<file path="src/design/matrix4_vector_transform_defines.svh">
// Assertion macros shared by the matrix transform RTL.
// Both sample on clk and are disabled while rst_n is low.
`ifndef MATRIX4_VECTOR_TRANSFORM_DEFINES_SVH
`define MATRIX4_VECTOR_TRANSFORM_DEFINES_SVH

// Same-cycle implication.
`define M4VT_ASSERT_NOW(label, ante, cons, msg) \
    label: assert property (@(posedge clk) disable iff (!rst_n) (ante) |-> (cons)) \
        else $error(msg);

// Next-cycle implication.
`define M4VT_ASSERT_NEXT(label, ante, cons, msg) \
    label: assert property (@(posedge clk) disable iff (!rst_n) (ante) |=> (cons)) \
        else $error(msg);

`endif

</file>
<file path="src/design/m4vt_pkg.sv">
package m4vt_pkg;

    localparam int DATA_W = 32;
    localparam int PROD_W = 2 * DATA_W;
    // Vector elements carried by one beat.
    localparam int NVEC   = 4;
    // Room for the sum of NVEC full-precision products.
    localparam int ACC_W  = PROD_W + 2;

    typedef logic signed [DATA_W-1:0] word_t;
    typedef logic signed [PROD_W-1:0] prod_t;
    typedef logic signed [ACC_W-1:0]  acc_t;

    localparam word_t SAT_MAX = 32'sh7FFF_FFFF;
    localparam word_t SAT_MIN = 32'sh8000_0000;

    localparam logic REQ_LOAD      = 1'b0;
    localparam logic REQ_TRANSFORM = 1'b1;

    // Stage load enables handed to every lane.
    typedef struct packed {
        logic s1_en;
        logic s2_en;
    } pipe_ctrl_t;

endpackage

</file>
<file path="src/design/m4vt_merge.sv">
// Output stage: gathers the lane words, ORs the clamp flags.
module m4vt_merge #(
    parameter int NLANE = 4
) (
    input  logic                 clk,
    input  logic                 rst_n,
    input  logic                 s2_valid,
    input  m4vt_pkg::word_t      lane_word [NLANE],
    input  logic [NLANE-1:0]     lane_clamp,
    input  logic                 rsp_ready,
    output logic                 load_en,
    output logic                 rsp_valid,
    output m4vt_pkg::word_t      word [m4vt_pkg::NVEC],
    output logic                 sat
);

    m4vt_pkg::word_t fill_word [m4vt_pkg::NVEC];
    m4vt_pkg::word_t word_reg  [m4vt_pkg::NVEC];
    logic            sat_reg;
    logic            valid_reg;
    logic            valid_next;

    // Outputs past the matrix dimension read as zero.
    for (genvar i = 0; i < m4vt_pkg::NVEC; i++)
    begin : g_fill
        if (i < NLANE)
        begin : g_lane
            assign fill_word[i] = lane_word[i];
        end
        else
        begin : g_zero
            assign fill_word[i] = '0;
        end
    end

    assign load_en    = !valid_reg || rsp_ready;
    assign valid_next = load_en ? s2_valid : valid_reg;

    always_ff @(posedge clk or negedge rst_n)
    begin
        if (!rst_n)
        begin
            valid_reg <= 1'b0;
        end
        else
        begin
            valid_reg <= valid_next;
        end
    end

    always_ff @(posedge clk)
    begin
        if (load_en)
        begin
            word_reg <= fill_word;
            sat_reg  <= |lane_clamp;
        end
    end

    assign rsp_valid = valid_reg;
    assign word      = word_reg;
    assign sat       = sat_reg;

endmodule

</file>
<file path="config.mk">
export PLATFORM = sky130hd
export DESIGN_NAME = m4vt_merge
export DESIGN_NICKNAME = d
export VERILOG_FILES = /design/src/design/matrix4_vector_transform_defines.svh /design/src/design/m4vt_pkg.sv /design/src/design/m4vt_merge.sv
export SDC_FILE = /design/constraint.sdc
export NUM_CORES = 1
export LEC_CHECK = 0
export BUFFER_PORTS_ARGS = -buffer_cell sky130_fd_sc_hd__buf_2
export CAP_MARGIN = 20
export CORE_ASPECT_RATIO = 2
export CORE_UTILIZATION = 35
export DETAILED_ROUTE_END_ITERATION = 8
export PLACE_DENSITY = 0.72
export SKIP_LAST_GASP = 1
export SLEW_MARGIN = 10
export SYNTH_ARGS = -nofsm -noshare
export SYNTH_HDL_FRONTEND = slang
export SYNTH_SLANG_ARGS = --single-unit
</file>
<file path="constraint.sdc">
create_clock -name clk -period 3.99 [get_ports clk]
set_input_delay 0.399 -clock clk [delete_from_list [all_inputs] [get_ports clk]]
set_output_delay 0.399 -clock clk [all_outputs]
set_load 0.03 [all_outputs]
</file>
==> metrics <==
result of the run complete, no violations; Chip Height 151.6 um; number of placed I/O pins 267; total vias in the final route 2429; average wire length per cell after detail routing 16.81 um; Worst setup SP type flop; cell chosen for the clock root sky130_fd_sc_hd__clkbuf_16; post-synthesis area per instance 29.46 um2; highest metal layer with signal wires met4; highest attainable clock frequency 549.5 MHz; Congestion Overflow GR 0; maximum buffer depth of the clock tree 2; Post-CTS Setup Repair Bufs 0; proportion of layout cells with a drive suffix above 1 68.97%; post-placement setup slack 2.288 ns; Detail Placement HPWL 7.547 mm; sequential area share after synthesis 99.49%; die area 11650 um2; Max IR drop VDD 0.0003685 V; post-route worst setup slack 2.170 ns; Detail Route met3 WL 593 um; Antenna diodes 0; synthesis-to-finish area growth 56.48%; detailed-route DRC error count 0; number of global-route vias before repair 2467; kind of critical path flop to primary output; final net count 558; fin crit share 45.61%; library cell occupying the most area in the post-synthesis netlist sky130_fd_sc_hd__edfxtp_1; TritonCTS clock tree yes; maximum number of pins on one net before global-route repair 38; time the worst path needs with I/O delays and setup 1.820 ns; number of hold buffers added after cts 1; clock-pin slew of the registers on the worst-case setup and hold paths 0.06 ns; post-route setup TNS 0 ns; required arrival time at the worst endpoint 3.59 ns; # resized after CTS 0; Synth Net Count 269; Metal-1 WL 3.481 mm; total met2 wirelength after detailed routing 5.357 mm; final setup violating endpoints 0; initial antenna violation count 0; Final Wtd Congestion 0.7705; maximum level of the CTS H-tree 4; number of placement rows 54; Pwr per Cell Area 611.7 nW/um2; maximum net fanout on the critical path 31; DR pass1 iterations 4; PnR Total Power 3.751 mW; Iteration-0 DRC Markers 63; HP Class input port to flop; clock buffer count from CTS 17; final core utilization 56.37%; quantity of I/O buffers inserted on ports 266; CTS sink count 130; final wirelength 9.668 mm; area occupied by multi-input gates 27.53 um2; FF+latch count, synth 130; clock tree skew after final layout 0.01152 ns; Max Slew Vio Count 0; Rel. slew slack 69.69%; global-route total usage across every layer 15.96%; mapped cell area 3919 um2; Synth Warn # 0; RSZ-0062 raised after global routing false; Leak Pwr 2.693 nW; maxcap violations 0; fillcell total 861; post-synthesis instance total 133; Worst Max-Slew Pin Slew 0.4547 ns; area share of the largest cell type after synthesis 98.85%; clock network latency to the later pin of the worst-skew pair 0.40 ns; flip-flop count of the largest register after layout 128; average via count per standard cell 4.224; core outline area 10880 um2; flop-to-flop setup slack 2.40 ns; number of distinct library cells after synthesis 4; Storage cell area 3899 um2; Hold Vio Cnt, Final 0; first-pass GRT wire length 13.17 mm; remaining number of nets flagged by the antenna check after routing 0; critical path endpoint category primary output; Horiz. Die Dim 76.82 um; initial core utilization 36.02%; arrival time of data at the critical path endpoint 1.42 ns; leading post-synthesis cells by cell area sky130_fd_sc_hd__edfxtp_1 (99%), sky130_fd_sc_hd__dfrtp_1 (0.64%), sky130_fd_sc_hd__nand2b_1 (0.32%), sky130_fd_sc_hd__or4_1 (0.19%)
[area by class of cell]
class	count	share of cell area [%]
sequential	130	63.58
timing repair buffer	270	22.24
clock buffer	19	7.060
clock inverter	13	3.816
tap	140	2.857
multi-input combinational	3	0.4489
[Yosys cell counts, drive strengths merged]
library cell,n
edfxtp,129
nand2b,2
dfrtp,1
or4,1
[cell families (layout without fill, tap and decap cells)]
family	count (synthesis)	in the layout	synth area share [%]
buffers and inverters	0	302	0
flip-flops	130	130	99.49
AND/OR/NAND/NOR	3	3	0.5109
[worst paths after layout]
kind / cells past startpoint / to / from
max: 2 / load_en / rsp_valid
min: 1 / word[31] / lane_word[31]
max reg2reg: 2 / word[126] / rsp_valid
min reg2reg: 2 / rsp_valid / rsp_valid
max in group asynchronous: 2 / rsp_valid / rst_n
min in group asynchronous: 2 / rsp_valid / rst_n
[placed cells by master, fill, tap and decap left out]
cell,netlist,final
sky130_fd_sc_hd__buf_2,0,266
sky130_fd_sc_hd__buf_4,0,3
sky130_fd_sc_hd__bufinv_16,0,6
sky130_fd_sc_hd__clkbuf_1,0,2
sky130_fd_sc_hd__clkbuf_16,0,17
sky130_fd_sc_hd__clkinv_2,0,1
sky130_fd_sc_hd__clkinv_4,0,3
sky130_fd_sc_hd__clkinvlp_4,0,3
sky130_fd_sc_hd__dfrtp_1,1,1
sky130_fd_sc_hd__dlygate4sd3_1,0,1
sky130_fd_sc_hd__edfxtp_1,129,129
sky130_fd_sc_hd__nand2b_1,2,1
sky130_fd_sc_hd__nand2b_4,0,1
sky130_fd_sc_hd__or4_1,1,1
[power breakdown]
| group | switching [mW] | internal [mW] | total [mW] |
|---|---|---|---|
| clock network | 0.547 | 1.17 | 1.72 |
| logic | 0.280 | 0.111 | 0.391 |
| registers | 0.0230 | 1.62 | 1.64 |
| total | 0.851 | 2.90 | 3.75 |
[critical path: stages (launching register included)]
cell and delay [ns]:
sky130_fd_sc_hd__dfrtp_1 0.40, sky130_fd_sc_hd__nand2b_4 0.32, sky130_fd_sc_hd__buf_2 0.28
[per-stage QoR]
| stage | instances | instance area [um2] | hold slack [ns] |
|---|---|---|---|
| CTS | 575 | 6132 | 0.1471 |
| finish | 575 | 6132 | 0.1691 |
| floorplan | 133 | 3921 | 0.1034 |
| global placement | 542 | 5455 | 0.1750 |
| global route | 575 | 6132 | 0.1501 |
| detailed placement | 542 | 5455 | 0.1775 |
[routing by layer]
metal | global-route usage, % | vias to the layer above
met3 | 4.731 | 18
met4 | 9.615 | 0
met1 | 17.11 | 1157
li1 | - | 1122
met5 | 0 | -
met2 | 27.59 | 132
Note: power is estimated with default switching activity, not from simulation.
